===== src/hdl/ple_pkg.sv =====
`timescale 1ns / 1ps
`default_nettype none
// ----------------------------------------------------------------------------
// ple_pkg
// Shared widths, request and status codes, and the controller/datapath
// interface types of the positional list engine.
// ----------------------------------------------------------------------------
package ple_pkg;

    localparam int DATA_W       = 32;
    localparam int POS_W        = 9;
    localparam int LEN_W        = 5;
    localparam int REQ_W        = 3;
    localparam int STAT_W       = 2;
    localparam int CAPACITY_DEF = 16;

    localparam int IN_DATA_W  = 48;  // item_value + position, padded to bytes
    localparam int OUT_DATA_W = 40;  // element + length, padded to bytes

    localparam logic [REQ_W-1:0] REQ_INS_FRONT = 3'd0;
    localparam logic [REQ_W-1:0] REQ_INS_BACK  = 3'd1;
    localparam logic [REQ_W-1:0] REQ_INS_POS   = 3'd2;
    localparam logic [REQ_W-1:0] REQ_DEL_FRONT = 3'd3;
    localparam logic [REQ_W-1:0] REQ_DEL_BACK  = 3'd4;
    localparam logic [REQ_W-1:0] REQ_DEL_POS   = 3'd5;
    localparam logic [REQ_W-1:0] REQ_DISPLAY   = 3'd6;

    localparam logic [STAT_W-1:0] STAT_OK     = 2'd0;
    localparam logic [STAT_W-1:0] STAT_BADPOS = 2'd1;
    localparam logic [STAT_W-1:0] STAT_EMPTY  = 2'd2;
    localparam logic [STAT_W-1:0] STAT_FULL   = 2'd3;

    typedef struct packed {
        logic exec;        // run a non-display request or an empty-list display, load its result
        logic start_disp;  // load first display element, rotate chain
        logic step_disp;   // load next display element, rotate chain
    } cmd_t;

    typedef struct packed {
        logic req_disp;    // incoming request is a display
        logic occ_zero;    // list is empty
        logic single;      // list holds one element
        logic step_last;   // next display step emits the final element
    } sts_t;

endpackage
`default_nettype wire


===== src/hdl/ple_ctrl.sv =====
`timescale 1ns / 1ps
`default_nettype none
// ----------------------------------------------------------------------------
// ple_ctrl
// Controller: input handshake, display sequencing and output valid.
// ----------------------------------------------------------------------------
module ple_ctrl
(
    input  wire logic          clk,
    input  wire logic          rst_n,
    input  wire logic          s_tvalid,
    output logic               s_tready,
    output logic               m_tvalid,
    input  wire logic          m_tready,
    input  wire ple_pkg::sts_t sts,
    output ple_pkg::cmd_t      cmd
);

    typedef enum logic {
        ST_IDLE,
        ST_DISP
    } state_t;

    state_t state_reg, state_next;
    logic   out_valid_reg, out_valid_next;
    logic   can_load;
    logic   accept;
    logic   load;

    always_comb
    begin
        can_load       = !out_valid_reg || m_tready;
        s_tready       = (state_reg == ST_IDLE) && can_load;
        accept         = s_tvalid && s_tready;
        cmd.exec       = accept && !(sts.req_disp && !sts.occ_zero);
        cmd.start_disp = accept && sts.req_disp && !sts.occ_zero;
        cmd.step_disp  = (state_reg == ST_DISP) && can_load;
        load           = cmd.exec || cmd.start_disp || cmd.step_disp;

        state_next = state_reg;
        case (state_reg)
            ST_IDLE:
            begin
                if (cmd.start_disp && !sts.single)
                begin
                    state_next = ST_DISP;
                end
            end
            ST_DISP:
            begin
                if (cmd.step_disp && sts.step_last)
                begin
                    state_next = ST_IDLE;
                end
            end
            default:
            begin
                state_next = ST_IDLE;
            end
        endcase

        if (load)
        begin
            out_valid_next = 1'b1;
        end
        else if (m_tready)
        begin
            out_valid_next = 1'b0;
        end
        else
        begin
            out_valid_next = out_valid_reg;
        end
    end

    always_ff @(posedge clk or negedge rst_n)
    begin
        if (!rst_n)
        begin
            state_reg     <= ST_IDLE;
            out_valid_reg <= 1'b0;
        end
        else
        begin
            state_reg     <= state_next;
            out_valid_reg <= out_valid_next;
        end
    end

    assign m_tvalid = out_valid_reg;

endmodule
`default_nettype wire


===== src/hdl/ple_datapath.sv =====
`timescale 1ns / 1ps
`default_nettype none
// ----------------------------------------------------------------------------
// ple_datapath
// Shifting cell chain, occupancy, request decode and output payload register.
// ----------------------------------------------------------------------------
module ple_datapath
#(
    parameter int CAPACITY = ple_pkg::CAPACITY_DEF
)
(
    input  wire logic                         clk,
    input  wire logic                         rst_n,
    input  wire logic [ple_pkg::REQ_W-1:0]    req_type,
    input  wire logic [ple_pkg::DATA_W-1:0]   item_value,
    input  wire logic [ple_pkg::POS_W-1:0]    position,
    input  wire ple_pkg::cmd_t                cmd,
    output ple_pkg::sts_t                     sts,
    output logic [ple_pkg::STAT_W-1:0]        status,
    output logic [ple_pkg::DATA_W-1:0]        element,
    output logic [ple_pkg::LEN_W-1:0]         length,
    output logic                              last
);

    localparam int OCC_W = $clog2(CAPACITY + 1);
    localparam int CW    = ple_pkg::POS_W + 1;

    typedef enum logic [1:0] {
        MODE_KEEP,
        MODE_INS,
        MODE_DEL,
        MODE_ROT
    } mode_t;

    logic [ple_pkg::DATA_W-1:0] cells_reg [CAPACITY];
    logic [ple_pkg::DATA_W-1:0] cells_next [CAPACITY];
    logic [OCC_W-1:0]           occ_reg, occ_next, occ_upd;
    logic [OCC_W-1:0]           cnt_reg, cnt_next;
    logic [ple_pkg::STAT_W-1:0] status_reg, status_next, dec_status;
    logic [ple_pkg::DATA_W-1:0] element_reg, element_next;
    logic [ple_pkg::LEN_W-1:0]  length_reg, length_next;
    logic                       last_reg, last_next;
    logic [CW-1:0]              occ_w, pos_eff, idx;
    mode_t                      dec_mode, mode;
    logic                       load;

    // request decode
    always_comb
    begin
        occ_w      = CW'(occ_reg);
        pos_eff    = CW'(position);
        dec_status = ple_pkg::STAT_OK;
        dec_mode   = MODE_KEEP;
        occ_upd    = occ_reg;
        case (req_type)
            ple_pkg::REQ_INS_FRONT, ple_pkg::REQ_INS_BACK, ple_pkg::REQ_INS_POS:
            begin
                if (req_type == ple_pkg::REQ_INS_FRONT)
                begin
                    pos_eff = CW'(1);
                end
                else if (req_type == ple_pkg::REQ_INS_BACK)
                begin
                    pos_eff = occ_w + CW'(1);
                end
                if (pos_eff == '0 || pos_eff > occ_w + CW'(1))
                begin
                    dec_status = ple_pkg::STAT_BADPOS;
                end
                else if (occ_w >= CW'(CAPACITY))
                begin
                    dec_status = ple_pkg::STAT_FULL;
                end
                else
                begin
                    dec_mode = MODE_INS;
                    occ_upd  = occ_reg + OCC_W'(1);
                end
            end
            ple_pkg::REQ_DEL_FRONT, ple_pkg::REQ_DEL_BACK, ple_pkg::REQ_DEL_POS:
            begin
                if (req_type == ple_pkg::REQ_DEL_FRONT)
                begin
                    pos_eff = CW'(1);
                end
                else if (req_type == ple_pkg::REQ_DEL_BACK)
                begin
                    pos_eff = occ_w;
                end
                if (occ_reg == '0)
                begin
                    dec_status = ple_pkg::STAT_EMPTY;
                end
                else if (pos_eff == '0 || pos_eff > occ_w)
                begin
                    dec_status = ple_pkg::STAT_BADPOS;
                end
                else
                begin
                    dec_mode = MODE_DEL;
                    occ_upd  = occ_reg - OCC_W'(1);
                end
            end
            ple_pkg::REQ_DISPLAY:
            begin
                if (occ_reg == '0)
                begin
                    dec_status = ple_pkg::STAT_EMPTY;
                end
            end
            default:
            begin
                dec_status = ple_pkg::STAT_OK;
            end
        endcase
        idx = pos_eff - CW'(1);

        if (cmd.exec)
        begin
            mode = dec_mode;
        end
        else if (cmd.start_disp || cmd.step_disp)
        begin
            mode = MODE_ROT;
        end
        else
        begin
            mode = MODE_KEEP;
        end
    end

    // shifting chain: each cell looks only at itself, its neighbors, the head and the input value
    for (genvar g = 0; g < CAPACITY; g++)
    begin : g_cell
        logic [ple_pkg::DATA_W-1:0] below;
        logic [ple_pkg::DATA_W-1:0] above;

        if (g == 0)
        begin : g_first
            assign below = item_value;
        end
        else
        begin : g_mid
            assign below = cells_reg[g-1];
        end

        if (g == CAPACITY - 1)
        begin : g_end
            assign above = cells_reg[g];
        end
        else
        begin : g_inner
            assign above = cells_reg[g+1];
        end

        always_comb
        begin
            case (mode)
                MODE_INS:
                begin
                    if (CW'(g) < idx)
                    begin
                        cells_next[g] = cells_reg[g];
                    end
                    else if (CW'(g) == idx)
                    begin
                        cells_next[g] = item_value;
                    end
                    else
                    begin
                        cells_next[g] = below;
                    end
                end
                MODE_DEL:
                begin
                    cells_next[g] = (CW'(g) < idx) ? cells_reg[g] : above;
                end
                MODE_ROT:
                begin
                    cells_next[g] = (CW'(g) == occ_w - CW'(1)) ? cells_reg[0] : above;
                end
                default:
                begin
                    cells_next[g] = cells_reg[g];
                end
            endcase
        end

        always_ff @(posedge clk)
        begin
            cells_reg[g] <= cells_next[g];
        end
    end

    always_comb
    begin
        sts.req_disp  = (req_type == ple_pkg::REQ_DISPLAY);
        sts.occ_zero  = (occ_reg == '0);
        sts.single    = (occ_reg == OCC_W'(1));
        sts.step_last = (cnt_reg == occ_reg - OCC_W'(1));

        load         = cmd.exec || cmd.start_disp || cmd.step_disp;
        occ_next     = cmd.exec ? occ_upd : occ_reg;
        cnt_next     = cnt_reg;
        status_next  = status_reg;
        element_next = element_reg;
        length_next  = length_reg;
        last_next    = last_reg;
        if (cmd.exec)
        begin
            status_next  = dec_status;
            element_next = '0;
            length_next  = ple_pkg::LEN_W'(occ_upd);
            last_next    = 1'b1;
        end
        else if (cmd.start_disp || cmd.step_disp)
        begin
            cnt_next     = cmd.start_disp ? OCC_W'(1) : cnt_reg + OCC_W'(1);
            status_next  = ple_pkg::STAT_OK;
            element_next = cells_reg[0];
            length_next  = ple_pkg::LEN_W'(occ_reg);
            last_next    = cmd.start_disp ? sts.single : sts.step_last;
        end
    end

    always_ff @(posedge clk or negedge rst_n)
    begin
        if (!rst_n)
        begin
            occ_reg <= '0;
            cnt_reg <= '0;
        end
        else
        begin
            occ_reg <= occ_next;
            cnt_reg <= cnt_next;
        end
    end

    always_ff @(posedge clk)
    begin
        if (load)
        begin
            status_reg  <= status_next;
            element_reg <= element_next;
            length_reg  <= length_next;
            last_reg    <= last_next;
        end
    end

    assign status  = status_reg;
    assign element = element_reg;
    assign length  = length_reg;
    assign last    = last_reg;

endmodule
`default_nettype wire


===== src/hdl/positional_list_engine.sv =====
`timescale 1ns / 1ps
`default_nettype none
// ----------------------------------------------------------------------------
// positional_list_engine
// Bounded ordered list of signed 32-bit values with positional insert and
// delete and a streamed display.
//
// Input channel s_*: one transaction per request; s_tuser carries the request
// type, s_tdata the value and the 1-based position. Output channel m_*: one
// transaction per result; m_tuser carries the status, m_tdata the element and
// the element count after the request, m_tlast marks the final result.
// Insert, delete and unused codes: one result, registered at acceptance;
// a new request is taken every cycle while results are drained.
// Display: one result per element (one with status empty on an empty list),
// one per cycle while results are drained, from the head of a rotating cell
// chain; no request is taken until the last element has been loaded into the
// output register. The first result appears in the cycle after acceptance.
// Reset empties the list; cell contents are not cleared. When m_tready is
// low a loaded output register holds its transaction and s_tready stays low
// until that transaction is taken.
// ----------------------------------------------------------------------------
module positional_list_engine
#(
    parameter int CAPACITY = ple_pkg::CAPACITY_DEF
)
(
    input  wire logic                              clk,
    input  wire logic                              rst_n,
    input  wire logic                              s_tvalid,
    output logic                                   s_tready,
    input  wire logic [ple_pkg::IN_DATA_W-1:0]     s_tdata,   // item_value, position
    input  wire logic [ple_pkg::REQ_W-1:0]         s_tuser,   // req_type
    output logic                                   m_tvalid,
    input  wire logic                              m_tready,
    output logic [ple_pkg::OUT_DATA_W-1:0]         m_tdata,   // element, length
    output logic [ple_pkg::STAT_W-1:0]             m_tuser,   // status
    output logic                                   m_tlast
);

    ple_pkg::cmd_t              cmd;
    ple_pkg::sts_t              sts;
    logic [ple_pkg::DATA_W-1:0] element;
    logic [ple_pkg::LEN_W-1:0]  length;

    ple_ctrl u_ctrl
    (
        .clk      (clk),
        .rst_n    (rst_n),
        .s_tvalid (s_tvalid),
        .s_tready (s_tready),
        .m_tvalid (m_tvalid),
        .m_tready (m_tready),
        .sts      (sts),
        .cmd      (cmd)
    );

    ple_datapath #(
        .CAPACITY (CAPACITY)
    ) u_datapath
    (
        .clk        (clk),
        .rst_n      (rst_n),
        .req_type   (s_tuser),
        .item_value (s_tdata[ple_pkg::DATA_W-1:0]),
        .position   (s_tdata[ple_pkg::DATA_W +: ple_pkg::POS_W]),
        .cmd        (cmd),
        .sts        (sts),
        .status     (m_tuser),
        .element    (element),
        .length     (length),
        .last       (m_tlast)
    );

    assign m_tdata = {
        {(ple_pkg::OUT_DATA_W - ple_pkg::DATA_W - ple_pkg::LEN_W){1'b0}},
        length,
        element
    };

endmodule
`default_nettype wire

===== config.mk =====
export PLATFORM = sky130hd
export DESIGN_NAME = positional_list_engine
export DESIGN_NICKNAME = d
export VERILOG_FILES = /design/src/hdl/ple_pkg.sv /design/src/hdl/ple_ctrl.sv /design/src/hdl/ple_datapath.sv /design/src/hdl/positional_list_engine.sv
export SDC_FILE = /design/constraint.sdc
export NUM_CORES = 2
export LEC_CHECK = 0
export BUFFER_PORTS_ARGS = -buffer_cell sky130_fd_sc_hd__buf_2
export CAP_MARGIN = 40
export CORE_ASPECT_RATIO = 1.25
export CORE_MARGIN = 5
export CORE_UTILIZATION = 45
export CTS_CLUSTER_SIZE = 10
export DETAILED_ROUTE_END_ITERATION = 16
export GPL_TIMING_DRIVEN = 0
export PLACE_DENSITY = 0.67
export REMOVE_ABC_BUFFERS = 1
export SYNTH_ARGS = -nofsm -noshare
export SYNTH_HDL_FRONTEND = slang
export SYNTH_SLANG_ARGS = --single-unit

===== constraint.sdc =====
create_clock -name clk -period 12.74 [get_ports clk]
set_clock_uncertainty 0.05 [all_clocks]
set_input_delay 1.274 -clock clk [delete_from_list [all_inputs] [get_ports clk]]
set_output_delay 1.274 -clock clk [all_outputs]
set_load 0.01 [all_outputs]

==> impl_summary.txt <==
----------------------------------------------------
[Run status]
  Outcome ... finished clean

[Timing]
  Final period util ... between 50% and 60%
  RSZ-0062 raised after global routing ... false
  Time the worst path needs with I/O delays and setup ... between 6 and 7 ns
  Slew at the pin closest to its max-slew limit ... 0.9591 ns
  Fin Hold WS ... between 0.4 and 0.5 ns
  Count of final hold-check violations ... 0
  Setup violation total in the final timing report ... 0
  Max-slew violation count ... 0
  Upper clock frequency limit ... 145.3 MHz
  Worst-case headroom to the max-slew limit ... around 36%

[Synth]
  Summed instance area of the synthesized netlist ... 32310 sq um
  Most used standard cell by instance count after synthesis ... o211ai_1
  Xor/xnor share of the synthesized area ... 0.5344%
  Sequential cell area fraction in the yosys report ... between 50% and 60%
  Number of synthesized flops with an enable pin ... ~550
  Post-synth cell types ... between 80 and 90
  Share of the synthesized area in compound gates (AO/OA/AOI/OAI) ... a little under a third
  Dominant cells by area after synthesis ... edfxtp_1, o211ai_1, a22oi_1, nand3_1, o211ai_2
  Async S/R FF share, synth ... ~2.1%
  Combinational family with the most area after synthesis ... compound AO/OA/AOI/OAI gates
  Post-synthesis register bit count ... ~560
  Number of cells produced by synthesis ... 2923
  Area share of the largest cell type after synthesis ... 51.30%
  Yosys warning count ... 0
  Largest area contributor in the netlist ... edfxtp_1
  Post-synthesis adder-cell area fraction ... less than 1%
  Synth Area per Inst ... ~11 sq um
  Share of synthesized area spent on multiplexers ... less than 1%
  Post-synthesis share of cell area spent on and, or, nand and nor gates ... 8.481%
  Most instantiated flip-flop cell in the synthesis netlist ... edfxtp_1
  Leading cell types by count after synthesis ... o211ai_1, edfxtp_1, a22oi_1

[Placement]
  Port Buf Inserts ... 89
  Placement Cell Area ... about 35000 sq um
  DPL Wire Length ... between 80 and 90 mm
  Last weighted congestion value of the routability-driven placer ... 0.8869

[Worst setup path]
  Required time of the critical path ... 12.99 ns
  Data arrival time of the critical path ... 7.13 ns
  Critical Path Fanout Max ... 19
  Type of element launching the critical path ... register
  Crit path capture type ... register
  Path type of the worst setup path ... reg2reg

[Clock tree]
  Cts hold-fix bufs ... 0
  Number of buffers inserted during clock tree synthesis ... 67
  CTS H-tree depth ... 3
  CTS clock-pin slew for the worst setup and hold paths ... around 0.06 ns
  Root buffer selected by CTS ... clkbuf_16
  Post-CTS setup-driven buffer insertion count ... 0
  TritonCTS sink count ... approximately 560
  Insertion delay to the later sink of the worst-skew pair ... between 0.6 and 0.7 ns
  Post-CTS resize count ... 0
  Clock tree from TritonCTS ... built
  Maximum buffer depth of the clock tree ... 3

[Final layout]
  Fraction of final layout cells with drive strength greater than 1 ... between 10% and 20%
  Post-synthesis to final-layout area growth ... 15.73%
  Total number of nets in the final design ... just under 3000
  Sequential standard cell area ... 16880 sq um
  Layout fillers ... 5872
  Multi-input gate area in the final layout ... roughly 14000 sq um
  Flip-flop count of the largest register after layout ... roughly 500
  Final Instance Area ... approximately 37000 sq um

[Die]
  Die Height ... slightly above 300 um
  Die Footprint ... approximately 77000 sq um
  Die width ... around 250 um
  Initial Utilization ... between 40% and 50%
  Count of pins on the block boundary ... 100
  Core region area ... 70920 sq um
  Total number of placement rows ... ~110

[Pwr]
  Worst supply voltage drop on vdd ... 150.4 uV
  LEAKAGE ... approximately 12 nW
  Power density over cell area ... roughly 230 nW/um^2

[Global route]
  Initial antenna violation count ... 4
  Pin count of the biggest net entering global routing ... 64
  Number of global-route vias before repair ... roughly 30000
  Wire length of the first global-routing pass ... around 190 mm
  Total congestion overflow after global routing ... 0
  Aggregate global-route resource usage ... about a third

[Routing]
  Detailed-routing iteration count for the pre-antenna-repair pass ... 10
  Routed Wire Length ... 128.1 mm
  1st-iter DRT viols ... between 5000 and 6000
  Routed wirelength normalized by instance count ... roughly 34 um
  Post-detailed-route via-to-cell ratio ... around 7.9
  Residual DRC count ... 0
  Remaining antenna violation count after routing ... 0
  Overall via count from detail_route ... about 30000

[Run]
  Max capacitance violation total ... 0

[Min path]
  Min-Delay Path Class ... in2async

----------------------------------------------------
report_power, final:
| group | switching [mW] | internal (mW) | total (mW) |
|---|---|---|---|
| Clock | 0.780 | 0.988 | 1.77 |
| Combinational | 2.11 | 1.28 | 3.40 |
| Sequential | 0.523 | 3.05 | 3.57 |
| Total | 3.42 | 5.32 | 8.73 |
per-stage QoR:
stage                     TNS [ns]  setup slack, ns  instances  util [%]  power [mW]
after floorplan                  0            2.630       2517         -       5.333
after CTS                        0            5.679       3785     52.58       8.540
after global placement    -1017.26           -6.392       3549     45.36       6.387
after detailed placement         0            5.323       3694     49.94       6.784
final                            0            5.857       3790     52.73       8.734
after global routing             0            5.882       3789     52.72       9.002
layer usage:
metal | wire (um) | track usage [%] | vias to the layer above
li1 | - | - | 11766
met1 | 44750 | 40.38 | 14388
met2 | 54240 | 46.33 | 2967
met3 | 18870 | 10.03 | 682
met4 | 10180 | 20.90 | 6
met5 | 47 | 0 | -
critical path, stage by stage (launching register included):
cell,delay [ns]
dfrtp_1,0.75
inv_1,0.29
ha_1,0.47
and4bb_1,0.27
a221oi_4,0.31
ha_1,0.30
o2111ai_1,0.19
and2_1,0.27
or4_4,0.55
a21oi_4,0.50
o211ai_1,0.44
buf_4,0.35
buf_6,0.16
buf_4,0.18
or2_2,0.51
buf_12,0.27
o21ai_4,0.40
buf_12,0.27
worst paths after layout:
kind                       cells past startpoint                          end  slack [ns]                         from
max                                           17  u_datapath.cells_reg[4][25]        5.86        u_datapath.occ_reg[0]
min                                            1        u_datapath.occ_reg[0]        0.49                        rst_n
max reg2reg                                   17  u_datapath.cells_reg[4][25]        5.86        u_datapath.occ_reg[0]
min reg2reg                                    2  u_datapath.cells_reg[0][31]        0.50  u_datapath.cells_reg[1][31]
max in group asynchronous                      1              u_ctrl.m_tvalid       11.92                        rst_n
min in group clk                               2  u_datapath.cells_reg[0][31]        0.50  u_datapath.cells_reg[1][31]
layout make-up:
| cell class | instances | area share (%) |
|---|---|---|
| repair buffers | 238 | 8.680 |
| diodes | 1 | 0.006692 |
| clock inverters | 7 | 0.1840 |
| multi-input cells | 1937 | 37.86 |
| inverters | 16 | 0.1606 |
| well taps | 943 | 3.155 |
| clock buffers | 84 | 4.825 |
| flip-flops and latches | 564 | 45.13 |
cells by family (layout without fill, tap and decap cells):
kind of cell | count (synthesis) | in the layout
compound gates | 1331 | 1331
flops | 564 | 564
simple gates | 558 | 558
buf+inv | 424 | 345
fa+ha+maj | 23 | 23
xor+xnor | 18 | 18
mux | 4 | 4
other cells | 1 | 4
cells in the final DEF (no fill, tap or decap), types with 23 or more instances in the layout:
cell type,n
o211ai_1,591
nor2_1,56
o21ai_4,27
clkbuf_16,70
edfxtp_1,552
nand3_1,232
buf_4,35
ha_1,23
a221o_1,32
nor3_1,38
o21ai_0,55
a22oi_1,417
buf_2,95
buf_16,52
and2_1,45
buf_12,50
nand2_1,111
o211ai_2,88
a31oi_1,36
Note: power is estimated with default switching activity, not from simulation.
